## config.mk

```make
export PLATFORM = sky130hd
export DESIGN_NAME = greedy_graph_coloring
export DESIGN_NICKNAME = d
export VERILOG_FILES = /design/src/hdl/gcol_pkg.sv /design/src/hdl/gcol_ram.sv /design/src/hdl/greedy_graph_coloring.sv
export SDC_FILE = /design/constraint.sdc
export NUM_CORES = 1
export LEC_CHECK = 0
export BUFFER_PORTS_ARGS = -buffer_cell sky130_fd_sc_hd__buf_2
export CAP_MARGIN = 10
export CORE_MARGIN = 2
export CORE_UTILIZATION = 54
export CTS_CLUSTER_SIZE = 28
export DETAILED_ROUTE_END_ITERATION = 10
export PLACE_DENSITY = 0.82
export SLEW_MARGIN = 20
export SYNTH_ARGS = -nofsm -noshare
export SYNTH_HDL_FRONTEND = slang
export SYNTH_SLANG_ARGS = --single-unit
```

## constraint.sdc

```tcl
create_clock -name clock -period 3.6 [get_ports clock]
set_clock_uncertainty 0.2 [all_clocks]
set_input_delay 0.36 -clock clock [delete_from_list [all_inputs] [get_ports clock]]
set_output_delay 0.36 -clock clock [all_outputs]
set_load 0.02 [all_outputs]
```

## src/hdl/gcol_pkg.sv

```systemverilog
// ----------------------------------------------------------------------------
// gcol_pkg
// Shared types and constants of the first-fit greedy graph coloring block.
// ----------------------------------------------------------------------------
`default_nettype none

package gcol_pkg;

   localparam int ColorW    = 5;
   localparam int MaskW     = 16;
   localparam int ScanW     = 5;
   localparam int BlockW    = 32;
   localparam int CapW      = 7;
   localparam int ReqDataW  = 16;
   localparam int RspDataW  = 16;

   localparam logic [ColorW-1:0] LimitReset = 5'd10;

   typedef enum logic [1:0] {
      ST_IDLE,
      ST_SCAN,
      ST_PICK
   } state_type;

endpackage

`default_nettype wire

```

## src/hdl/gcol_ram.sv

```systemverilog
// ----------------------------------------------------------------------------
// gcol_ram
// Generic single-port-write, single-port-read RAM with registered read.
// ----------------------------------------------------------------------------
`default_nettype none

module gcol_ram #(
   parameter int WIDTH = 5,
   parameter int DEPTH = 16
) (
   input  wire logic                     clock,
   input  wire logic                     wr_en,
   input  wire logic [$clog2(DEPTH)-1:0] wr_addr,
   input  wire logic [WIDTH-1:0]         wr_data,
   input  wire logic                     rd_en,
   input  wire logic [$clog2(DEPTH)-1:0] rd_addr,
   output logic      [WIDTH-1:0]         rd_data
);

   logic [WIDTH-1:0] mem_ff [DEPTH];
   logic [WIDTH-1:0] rd_data_ff;

   always_ff @(posedge clock) begin
      if (wr_en) begin
         mem_ff[wr_addr] <= wr_data;
      end
      if (rd_en) begin
         rd_data_ff <= mem_ff[rd_addr];
      end
   end

   assign rd_data = rd_data_ff;

endmodule

`default_nettype wire

```

## src/hdl/greedy_graph_coloring.sv

```systemverilog
// ----------------------------------------------------------------------------
// greedy_graph_coloring
// First-fit greedy vertex coloring over a color RAM indexed by vertex.
// ----------------------------------------------------------------------------
// flow: after a request is accepted, the scan does one color RAM read per earlier
//    vertex, then the pick state registers the result; a set mask bit of vertex idx - 1
//    holds the scan while its read is pending, and a held result stalls the pick state
// requests: the next request is taken in idle only, also while the last result waits
// reset: synchronous, clears control, vertex counter, max color and limit (back to 10);
//    the color RAM is not cleared, only entries written in the running graph are read
`default_nettype none

module greedy_graph_coloring
   import gcol_pkg::*;
#(
   parameter int NUM_VERTICES = 16,
   parameter int MAX_COLORS   = 16
) (
   input  wire logic                clock,
   input  wire logic                reset,
   input  wire logic                csr_we,
   input  wire logic [ColorW-1:0]   csr_wdata,  // color_limit
   input  wire logic                req_tvalid,
   output logic                     req_tready,
   input  wire logic [ReqDataW-1:0] req_tdata,  // neighbor_mask[15:0]
   input  wire logic                req_tlast,  // last_vertex
   output logic                     rsp_tvalid,
   input  wire logic                rsp_tready,
   output logic      [RspDataW-1:0] rsp_tdata,  // vertex_index[3:0], vertex_color[8:4],
                                                // no_color_flag[9], colors_used[14:10], 0
   output logic                     rsp_tlast   // last
);

   localparam int IdxW = $clog2(NUM_VERTICES);
   localparam int ExtW = ((IdxW > ScanW) ? IdxW : ScanW) + 1;

   state_type             state_ff, state_in;
   logic [IdxW-1:0]       idx_ff, idx_in;
   logic [ColorW-1:0]     max_ff, max_in;
   logic [MaskW-1:0]      mask_ff, mask_in;
   logic                  last_ff, last_in;
   logic [ScanW-1:0]      scan_ff, scan_in;
   logic [ScanW-1:0]      scan_end_ff, scan_end_in;
   logic                  pend_ff, pend_in;
   logic [BlockW-1:0]     blocked_ff, blocked_in;
   logic [ColorW-1:0]     limit_ff, limit_in;
   logic                  rsp_valid_ff, rsp_valid_in;
   logic [RspDataW-1:0]   rsp_data_ff, rsp_data_in;
   logic                  rsp_last_ff, rsp_last_in;

   logic [ColorW-1:0]     limit_eff;
   logic [ColorW-1:0]     pick_color;
   logic [ColorW-1:0]     used_color;
   logic [ColorW-1:0]     rd_color;
   logic [ExtW-1:0]       idx_ext;
   logic                  req_fire;
   logic                  pick_fire;
   logic                  issue;

   gcol_ram #(
      .WIDTH (ColorW),
      .DEPTH (NUM_VERTICES)
   ) u_color_ram (
      .clock   (clock),
      .wr_en   (pick_fire),
      .wr_addr (idx_ff),
      .wr_data (pick_color),
      .rd_en   (issue),
      .rd_addr (IdxW'(scan_ff)),
      .rd_data (rd_color)
   );

   assign idx_ext   = ExtW'(idx_ff);
   assign req_fire  = req_tvalid && req_tready;
   assign pick_fire = (state_ff == ST_PICK) && (!rsp_valid_ff || rsp_tready);
   assign issue     = (state_ff == ST_SCAN) && (scan_ff < scan_end_ff);

   assign limit_eff = (CapW'(limit_ff) > CapW'(MAX_COLORS)) ? ColorW'(MAX_COLORS) : limit_ff;

   // first free color from 1 up to the limit (capped at MAX_COLORS), 0 when none is free
   always_comb begin
      pick_color = '0;
      for (int c = BlockW - 1; c >= 1; c--) begin
         if ((ColorW'(c) <= limit_eff) && !blocked_ff[c]) begin
            pick_color = ColorW'(c);
         end
      end
   end

   assign used_color = (pick_color > max_ff) ? pick_color : max_ff;

   always_ff @(posedge clock) begin
      if (reset) begin
         state_ff     <= ST_IDLE;
         idx_ff       <= '0;
         max_ff       <= '0;
         scan_ff      <= '0;
         scan_end_ff  <= '0;
         pend_ff      <= 1'b0;
         limit_ff     <= LimitReset;
         rsp_valid_ff <= 1'b0;
      end else begin
         state_ff     <= state_in;
         idx_ff       <= idx_in;
         max_ff       <= max_in;
         scan_ff      <= scan_in;
         scan_end_ff  <= scan_end_in;
         pend_ff      <= pend_in;
         limit_ff     <= limit_in;
         rsp_valid_ff <= rsp_valid_in;
      end
   end

   always_ff @(posedge clock) begin
      mask_ff     <= mask_in;
      last_ff     <= last_in;
      blocked_ff  <= blocked_in;
      rsp_data_ff <= rsp_data_in;
      rsp_last_ff <= rsp_last_in;
   end

   always_comb begin
      state_in     = state_ff;
      idx_in       = idx_ff;
      max_in       = max_ff;
      mask_in      = mask_ff;
      last_in      = last_ff;
      scan_in      = scan_ff;
      scan_end_in  = scan_end_ff;
      pend_in      = 1'b0;
      blocked_in   = blocked_ff;
      limit_in     = csr_we ? csr_wdata : limit_ff;
      rsp_valid_in = rsp_valid_ff && !rsp_tready;
      rsp_data_in  = rsp_data_ff;
      rsp_last_in  = rsp_last_ff;

      case (state_ff)
         ST_IDLE: begin
            if (req_fire) begin
               mask_in     = req_tdata[MaskW-1:0];
               last_in     = req_tlast;
               scan_in     = '0;
               blocked_in  = '0;
               scan_end_in = (idx_ext >= ExtW'(MaskW)) ? ScanW'(MaskW) : ScanW'(idx_ext);
               state_in    = ST_SCAN;
            end
         end
         ST_SCAN: begin
            if (pend_ff && (rd_color != '0)) begin
               blocked_in[rd_color] = 1'b1;
            end
            if (issue) begin
               pend_in = mask_ff[scan_ff[ScanW-2:0]];
               scan_in = scan_ff + 1'b1;
            end else if (!pend_ff) begin
               state_in = ST_PICK;
            end
         end
         ST_PICK: begin
            if (pick_fire) begin
               rsp_valid_in = 1'b1;
               rsp_last_in  = last_ff;
               rsp_data_in  = {1'b0, used_color, (pick_color == '0), pick_color,
                               4'(idx_ff)};
               if (last_ff || ((idx_ext + 1'b1) >= ExtW'(NUM_VERTICES))) begin
                  idx_in = '0;
                  max_in = '0;
               end else begin
                  idx_in = idx_ff + 1'b1;
                  max_in = used_color;
               end
               state_in = ST_IDLE;
            end
         end
         default: begin
            state_in = ST_IDLE;
         end
      endcase
   end

   assign req_tready = (state_ff == ST_IDLE);
   assign rsp_tvalid = rsp_valid_ff;
   assign rsp_tdata  = rsp_data_ff;
   assign rsp_tlast  = rsp_last_ff;

   a_scan_bound: assert property (@(posedge clock) disable iff (reset)
      (state_ff == ST_SCAN) |-> (scan_ff <= scan_end_ff))
      else $error("scan counter ran past its end");

   a_pick_limit: assert property (@(posedge clock) disable iff (reset)
      (state_ff == ST_PICK) |-> (pick_color <= limit_eff))
      else $error("picked color above the limit");

   a_last_clears: assert property (@(posedge clock) disable iff (reset)
      (pick_fire && last_ff) |=> ((idx_ff == '0) && (max_ff == '0)))
      else $error("graph state not cleared after last vertex");

   a_used_covers: assert property (@(posedge clock) disable iff (reset)
      rsp_valid_ff |-> (rsp_data_ff[14:10] >= rsp_data_ff[8:4]))
      else $error("colors used below the vertex color");

endmodule

`default_nettype wire
```

Word-level counts from Yosys, hierarchy flattened
Memories as Yosys holds them, arrays and structs flattened. A register that Yosys moved wholly into a read port is not among the register bits.
Index checks and enable logic that the tools add are counted.
- register bits after elaboration: 93
- bits in latches: 0
- memory bits (writable): 80
- ROM bits: 0
- input port bits: 27
- logic and storage cells: 204
- memories: 1
- add/sub/neg operators: 3
- multiply operators: 0
- div/mod/pow operators: 0
- order comparisons: 39
- equal/unequal tests: 8
- shift-type cells: 0
- mux-type cells: 55
- bitwise gates (word level): 3
- reduce and logical (&&, ||, !) cells: 82
- memories (name ; depth ; bits a word ; rd ports ; clocked after Yosys merged registers in ; wr ports ; RTL line ; source):
    u_color_ram.mem_ff ; 16 ; 5 ; 1 ; 1 ; 1 ; gcol_ram.sv:20 ; logic [WIDTH-1:0] mem_ff [DEPTH];
- operators by type and width (operator ; number):
    $mux W5 ; 37
    $le A5 B5 Y1 const A ; 16
    $mux W32 ; 2
    $pmux W32 S2 ; 1
    $le A4 B5 Y1 const A ; 8
    $logic_and A1 B1 Y1 ; 37
    $logic_not A1 Y1 ; 33
    $or A32 B32 Y32 ; 1
    $le A3 B5 Y1 const A ; 4
    $le A2 B5 Y1 const A ; 2
    $pmux W5 S2 ; 1
    $mux W2 ; 4
    $ne A2 B2 Y1 const B ; 4
    $lt A5 B6 Y1 const B ; 1
    $mux W1 ; 6
    $pmux W2 S3 ; 1
    $reduce_and A3 Y1 ; 2
    $add A4 B1 Y5 const B ; 1
    $add A5 B1 Y5 const B ; 1
    $demux W1 S5 ; 1
    $ge A4 B5 Y1 const B ; 1
    $ge A5 B1 Y1 const B ; 1
    $ge A5 B5 Y1 const B ; 1
    $gt A5 B5 Y1 ; 1
    19 further kinds ; 23

Logic depth before layout (Yosys ltp)
Gate-level depths: netlist of the first run.
- depth in word-level cells: 38
- mapped depth: 15
- gate-level depth less buffers: 13

By module
From an unflattened synthesis of the first run, not the netlist that was laid out.
- cells, all modules: 503
- area total of the unflattened synthesis: 7025.5 um^2
- by module, submodules not included (module ; instances ; cells an instance ; area each (um^2) ; seq. area each (um^2)):
    greedy_graph_coloring ; 1 ; 348 ; 3762.4 ; 2011.9
    gcol_ram ; 1 ; 155 ; 3263.1 ; 2552.4

Worst setup path before layout of the first run
OpenSTA, ideal clock, no wires.
- path type: register to register
- start: register blocked_ff[6]
- end: register rsp_data_ff[10], in the netlist rsp_tdata[10] (data pin)
- library setup time: 260 ps
- data arrival time: 2999 ps
- required time: 3140 ps
- path slack: 141 ps
- cell stages (with the launch flop): 11
- path buffers: 0
- path through: edfxtp_1 > and2b_1 > a221oi_2 > o21ai_0 > o22ai_1 > ha_1 > nor2b_1 > o21ai_0 > nand2_1 > nand2_1 > mux2_2
- cells in the longest elaborated chain, start to end: 10
- ends and longest elaborated chain (what ; RTL line ; source):
    from (decl) ; greedy_graph_coloring.sv:45 ; logic [BlockW-1:0] blocked_ff, blocked_in;
    from (signal assigned) ; greedy_graph_coloring.sv:117 ; blocked_ff <= blocked_in;
    $logic_not A1 Y1 ; greedy_graph_coloring.sv:84 ; if ((ColorW'(c) <= limit_eff) && !blocked_ff[c]) begin
    $logic_and A1 B1 Y1 ; greedy_graph_coloring.sv:84 ;
    $mux W5 (6 in series) ; greedy_graph_coloring.sv:84 ;
    net pick_color[1] ; greedy_graph_coloring.sv:52 ; logic [ColorW-1:0] pick_color;
    $gt A5 B5 Y1 ; greedy_graph_coloring.sv:90 ; assign used_color = (pick_color > max_ff) ? pick_color : max_ff;
    $mux W5 ; greedy_graph_coloring.sv:90 ;
    net used_color[0] ; greedy_graph_coloring.sv:53 ; logic [ColorW-1:0] used_color;
    to (signal assigned) ; greedy_graph_coloring.sv:118 ; rsp_data_ff <= rsp_data_in;
    to (decl) ; greedy_graph_coloring.sv:48 ; logic [RspDataW-1:0] rsp_data_ff, rsp_data_in;
The timed path passes the listed nets, and every way through them passes these cells.
A chain may end at the register's enable or synchronous reset.

Final worst setup path of the first run
- start: register limit_ff[1]
- end: register rsp_data_ff[10], in the netlist rsp_tdata[10] (data pin)
- cells in the longest elaborated chain, start to end: 37
- elaborated cells between the ends (all ways): 97
- classes of those cells: order compare: 33; mux: 33; reduce/logical: 31
- ends and longest elaborated chain (what ; RTL line ; source):
    from (decl) ; greedy_graph_coloring.sv:46 ; logic [ColorW-1:0] limit_ff, limit_in;
    from (signal assigned) ; greedy_graph_coloring.sv:100 ; limit_ff <= LimitReset;
    from (signal assigned) ; greedy_graph_coloring.sv:109 ; limit_ff <= limit_in;
    $gt A5 B5 Y1 ; greedy_graph_coloring.sv:78 ; assign limit_eff = (CapW'(limit_ff) > CapW'(MAX_COLORS)) ? ColorW'(MAX_COLORS) : limit_ff;
    $mux W5 (*) ; greedy_graph_coloring.sv:78 ;
    $le A5 B5 Y1 ; greedy_graph_coloring.sv:84 ;
    $logic_and A1 B1 Y1 ; greedy_graph_coloring.sv:84 ;
    $mux W5 (30 in series) ; greedy_graph_coloring.sv:84 ;
    $mux W5 (*) ; greedy_graph_coloring.sv:84 ;
    net pick_color[2] ; greedy_graph_coloring.sv:52 ;
    $gt A5 B5 Y1 (*) ; greedy_graph_coloring.sv:90 ;
    $mux W5 (*) ; greedy_graph_coloring.sv:90 ;
    net used_color[0] ; greedy_graph_coloring.sv:53 ;
Mark *: on every way through the listed nets, which the timed path passes. The rest lies on a longest branch.

==> results_dict.tcl, run 1 <==
set metrics [dict create \
    ys_ff_latch 161 \
    n_fill_cell 937 \
    dp_hpwl_mm 9.95 \
    path_cells "and2_1 -> o21ai_0 -> o21ai_1 -> or3b_1 -> a21oi_2 -> ha_1 -> and3_1 -> o21ai_0 -> nand2_1 -> nand2_2 -> mux2_2" \
    root_buffer "clkbuf_16" \
    ys_seq_area_frac 0.648 \
    die-height_um 118 \
    post-route-min-period_ns 3.34 \
    cp_top_family "simple AND/OR/NAND/NOR gates" \
    die-area_um2 14000 \
    maxCapViolations 0 \
    synth_ff_type "edfxtp_1" \
    num_vias 4423 \
    slew-limit-headroom 0.429 \
    placed_cell_area_um2 7400 \
    netlist_area_um2 7040 \
    htree_levels 4 \
    drt-initial-drc-count 451 \
    viasPerCell 5.92 \
    slew_violations 0 \
    die_x_um 118 \
    cp.required_ns 3.58 \
    numCtsBuffers 17 \
    clk_latency_ns 0.42 \
    yosys_warnings 0 \
    rows 41 \
    post_cts_buffers 0 \
    netlist_instances 495 \
    final_cell_area_um2 8190 \
    gp_congestion 0.868 \
    crit_buf_inv 0 \
    path_clk_slew_ns 0.07 \
    vdd_drop_max_mv 0.458 \
    p_total_mw 4.16 \
    synth_cell_types 62 \
    outcome "finished, final reports clean" \
    worstSetupPathType "register to register" \
    grt_pass1_vias 4542 \
    clock-sinks 161 \
    clock.fmax_mhz 300 \
    dr.pass1.iters 6 \
    synth.net_count 535 \
    wl_per_cell_um 20.6 \
    drc 0 \
    worst_pin_slew_ns 0.850 \
    hold_path_class "primary input to register" \
    p_leak_nw 2.85 \
    layout_commonest_cell "edfxtp_1" \
    antenna_cells 0 \
    powerDensity_nw_per_um2 507 \
    synth_edf_count 134 \
    cp_slowest_cell "or3b_1" \
    mostFrequentLayoutCells "134 x edfxtp_1, 44 x buf_2, 43 x nor2_1, 37 x a21oi_1" \
    tritoncts "built" \
    async_flop_share 0 \
    start_kind "register" \
    antenna_found_initial 0 \
    grt_pass1_wl_mm 24.8 \
    drive_above_1_share 0.238 \
    clk_path_buf_depth 2 \
    arrival_ns 3.32 \
    endpoint_kind "register" \
    finalSetupViolations 0 \
    tns_ns 0 \
    routed_wl_mm 15.4 \
    overflow 0 \
    cp_slowest_stage_delay_ns 0.42 \
    crit_top_cell "o21ai_0" \
    grt_max_degree 26 \
    io_buffers 44 \
    io_pins 46 \
    design.core.area_um2 12700 \
    num-nets-final 602 \
    grt_usage 0.234 \
    finalHoldViolations 0 \
    rsz0062_at_grt "false" \
    fin_crit_sh 0.927 \
    start_util 0.556 \
    path_max_fanout 14 \
    postRouteAntennaNets 0 \
    syn_avg_cell_area_um2 14.2 \
    area_delta_synth_final_pct 16.4 \
]
-- power breakdown --
group | internal (mW) | leakage (nW) | total, mW | switching [mW]
clock network | 0.960 | 0.273 | 1.70 | 0.738
logic | 0.121 | 1.06 | 0.312 | 0.191
registers | 2.09 | 1.51 | 2.15 | 0.0529
total | 3.17 | 2.84 | 4.16 | 0.982
-- cell families after synthesis --
| kind of cell | after synthesis | synth area share |
|---|---|---|
| muxes | 39 | 0.109 |
| and+or+nand+nor | 139 | 0.101 |
| DFF | 161 | 0.648 |
| AOI/OAI and AO/OA | 94 | 0.0851 |
| adders and majority gates | 13 | 0.0231 |
| other | 1 | 0.000533 |
| buffers and inverters | 48 | 0.0322 |
-- path summary, 6_finish.rpt --
check / from / to / slack, ns / depth (start not counted)
min: req_tvalid / state_ff[0] / 0.05 / 3
max: limit_ff[1] / rsp_tdata[10] / 0.26 / 11
max reg2reg: limit_ff[1] / rsp_tdata[10] / 0.26 / 11
min reg2reg: scan_end_ff[2] / scan_end_ff[2] / 0.27 / 2
-- final cells by class --
cell class,count,area (um^2),area share
inverters,21,78.8,0.00962
repair buffers,75,508,0.0620
clock buffers,18,429,0.0524
clock inverters,14,129,0.0157
flip-flops and latches,161,4570,0.558
multi-input cells,286,2260,0.276
well taps,172,215,0.0263
-- tightest hold or removal path: cells and delay by family --
| kind | cells | cell delay [ns] |
|---|---|---|
| and+or+nand+nor | 2 | 0.16 |
| buffers and inverters | 1 | 0.10 |
-- flip-flops by register name, summed over array words and instances, names as in the netlist --
register,cells
pend_ff,1
rsp_tvalid,1
u_color_ram.rd_data,5
limit_ff,5
last_ff,1
rsp_tdata,15
scan_end_ff,4
scan_ff,5
rsp_tlast,1
idx_ff,4
mask_ff,16
state_ff,2
blocked_ff,16
u_color_ram.mem_ff,80
max_ff,5
-- metrics by stage --
stage          std cells  worst slack (ns)  hold slack (ns)   util
6_report             747             0.264           0.0478  0.647
3_5_place_dp         693            0.0954            0.257  0.584
5_1_grt              747            0.0584           0.0760  0.647
2_1_floorplan        495             0.141            0.227      -
4_1_cts              747            0.0691           0.0508  0.645
3_3_place_gp         693             0.251            0.244  0.584
-- cell usage after synthesis (all sizes together), types with 3 or more instances --
master | count | area (um^2)
a21oi | 38 | 194
a32o | 4 | 40.0
dfxtp | 27 | 541
nor2b | 3 | 18.8
nand2 | 31 | 116
mux4 | 30 | 676
o22ai | 3 | 18.8
nand2b | 8 | 50.1
mux2 | 4 | 45.0
mux2i | 5 | 50.1
or3 | 4 | 30.0
inv | 20 | 75.1
and2 | 3 | 18.8
o21ai | 17 | 85.1
buf | 13 | 95.1
clkbuf | 14 | 52.6
edfxtp | 134 | 4020
a21o | 5 | 37.5
nor3b | 5 | 37.5
a21boi | 3 | 22.5
a31oi | 7 | 43.8
nor2 | 43 | 161
o211ai | 4 | 30.0
ha | 13 | 163
nor3 | 16 | 90.1
nand3 | 10 | 50.1
-- layer usage --
layer	GRT usage	routed length, um	share of wire	vias up
met5	0	0	0	-
met4	0.0730	263	0.017	0
met3	0.0550	755	0.049	27
met2	0.386	7730	0.50	150
met1	0.310	6620	0.43	2223
li1	-	-	-	2023
-- timing repair --
action,CTS,global route
resized for setup,0,8
endpoints found under the setup margin,0,8
hold buffers,22,0
endpoints found under the hold margin,22,0
(Power assumes the default switching activity.)
==> inputs of run 2 (changes only) <==
Settings changed: ABC_AREA set to 1.
==> results_dict.tcl, run 2 <==
set metrics [dict create \
    outcome "finished, final reports clean" \
    synth_cell_types 40 \
    fin_hold_ws_ns 0.00830 \
    crit_top_cell "nand2_1" \
    overflow 0 \
    clock-sinks 161 \
    dp_hpwl_mm 10.5 \
    antenna_cells 0 \
    grt_max_degree 52 \
    reg2reg_depth 25 \
    drive_above_1_share 0.172 \
    finalSetupViolations 0 \
    ys_top_cells_by_area "edfxtp_1 58%, dfxtp_1 7.8%, nand2_1 5.4%" \
    path_max_fanout 8 \
    tns_ns 0 \
    numCtsBuffers 17 \
    clock.fmax_mhz 287 \
    p_leak_nw 3.15 \
    postRouteAntennaNets 0 \
    setup_slack_ns 0.115 \
    maxCapViolations 0 \
    mostFrequentLayoutCells "134 x edfxtp_1, 98 x nand2_1, 89 x nor2_1, 61 x inv_1, 60 x o21ai_0" \
    async_flop_share 0 \
    netlist_instances 658 \
    reg_top3 "u_color_ram.mem_ff: 80 flops, blocked_ff: 16 flops, mask_ff: 16 flops" \
    tritoncts "built" \
    grt_pass1_wl_mm 25.9 \
    ys_seq_area_frac 0.655 \
    drc 0 \
    viasPerCell 5.76 \
    arrival_ns 3.64 \
    powerDensity_nw_per_um2 551 \
    start_util 0.552 \
    io_pins 46 \
    finalHoldViolations 0 \
    endpoint_kind "register" \
    synth_most_common_cell "edfxtp_1" \
    synth_top_area_share 0.577 \
    met1_usage 0.280 \
    grt_pass1_vias 5353 \
    gp_congestion 0.943 \
    largest_reg_flops 80 \
    dp.cells 864 \
    dr.pass1.iters 6 \
    slew-limit-headroom 0.418 \
    num-nets-final 777 \
    io_buffers 44 \
    synth.net_count 698 \
    path_clk_slew_ns 0.06 \
    grtUsageMet3 0.0644 \
    worstSetupPathType "register to register" \
    die-height_um 118 \
    fin_cells 921 \
    regMostFlops "u_color_ram.mem_ff" \
    design.core.area_um2 12600 \
    netlist_area_um2 6970 \
    grt_usage 0.240 \
    post-route-min-period_ns 3.48 \
    syn_avg_cell_area_um2 10.6 \
    fin_crit_sh 0.968 \
    p_total_mw 4.55 \
    yosys.area.top_type "edfxtp_1" \
    slew_violations 0 \
    htree_levels 4 \
    num_vias 5301 \
    start_kind "register" \
    clk_latency_ns 0.43 \
    synth_ff_type "edfxtp_1" \
    cp_slowest_stage_delay_ns 0.35 \
    cp_slowest_cell "dfxtp_2" \
    grt.met2_usage 0.404 \
    grt_busiest_layer "met2" \
    die-area_um2 13800 \
    dp_slack_ns 0.159 \
    clk_path_buf_depth 2 \
    routed_wl_mm 16.5 \
    cp.required_ns 3.75 \
    cp.depth 25 \
    cp_top_family "simple AND/OR/NAND/NOR gates" \
    synth_edf_count 134 \
    ys_top_cells_by_count "134 x edfxtp_1, 100 x nand2_1, 90 x nor2_1" \
    layout_commonest_cell "edfxtp_1" \
    wl_per_cell_um 17.9 \
    ys_ff_latch 161 \
    antenna_found_initial 0 \
    drt-initial-drc-count 731 \
    root_buffer "clkbuf_16" \
    crit_buf_inv 7 \
    worst_pin_slew_ns 0.867 \
    die_x_um 118 \
    area_delta_synth_final_pct 18.4 \
    hold_path_class "primary input to register" \
    yosys_warnings 0 \
    holdPathStages 3 \
    vdd_drop_max_mv 0.369 \
    rows 41 \
]
[run 2: changes by cell type after synthesis, moves of 8 or more]
| cell | before | now |
|---|---|---|
| o21ai_0 | 13 | 61 |
| nand2b_1 | 8 | 0 |
| nand2_1 | 31 | 100 |
| inv_2 | 1 | 9 |
| o22ai_1 | 3 | 15 |
| inv_1 | 19 | 61 |
| nand3_1 | 10 | 20 |
| o221ai_1 | 0 | 9 |
| nor2_1 | 43 | 90 |
| mux4_2 | 30 | 0 |
[run 2: cell families after synthesis]
family                   after synthesis  share of synthesized area
AO/OA/AOI/OAI                        152                      0.127
adder cells (fa/ha/maj)               13                     0.0233
flip-flops                           161                      0.655
buffers and inverters                 91                     0.0495
AND/OR/NAND/NOR                      240                      0.145
other                                  1                   0.000538
[run 2: tightest hold or removal path: cells and delay by family]
| kind | cells | cell delay, ns |
|---|---|---|
| AND/OR/NAND/NOR | 2 | 0.13 |
| buffers and inverters | 1 | 0.12 |
[run 2: cell type report]
class,count,area [um^2]
inverter,71,272
timing repair buffer,80,541
clock buffer,18,429
clock inverter,13,121
multi-input combinational,406,2110
fill,906,4360
tap,172,215
sequential,161,4570
[run 2: power by group]
part / leakage (nW) / total (mW) / switching [mW] / internal (mW)
registers: 1.50 / 2.17 / 0.0414 / 2.12
clock network: 0.270 / 1.70 / 0.696 / 1.00
logic: 1.38 / 0.684 / 0.467 / 0.217
[run 2: timing repair]
item,4_1_cts,5_1_grt
hold buffers,20,0
endpoints found under the hold margin,19,0
gates resized for setup,0,16
setup endpoints to repair,0,8
buffers inserted,0,6
[run 2: metrics by stage]
| step | util | area [um^2] |
|---|---|---|
| global route | 0.654 | 8260 |
| global placement | 0.587 | 7410 |
| detailed placement | 0.587 | 7410 |
| CTS | 0.646 | 8160 |
| finish | 0.654 | 8260 |
| floorplan | - | 6970 |
[run 2: worst paths after layout]
check | from | slack (ns) | endpoint
setup / recovery | limit_ff[4] | 0.12 | max_ff[1]
hold / removal | csr_we | 0.008 | limit_ff[1]
setup reg to reg | limit_ff[4] | 0.12 | max_ff[1]
hold reg to reg | max_ff[3] | 0.27 | max_ff[3]
[run 2: per-layer routing]
metal / vias up / routed length, um
met5: - / 0
met4: 0 / 588
met3: 57 / 1150
met2: 258 / 8320
met1: 2529 / 6410
li1: 2457 / -
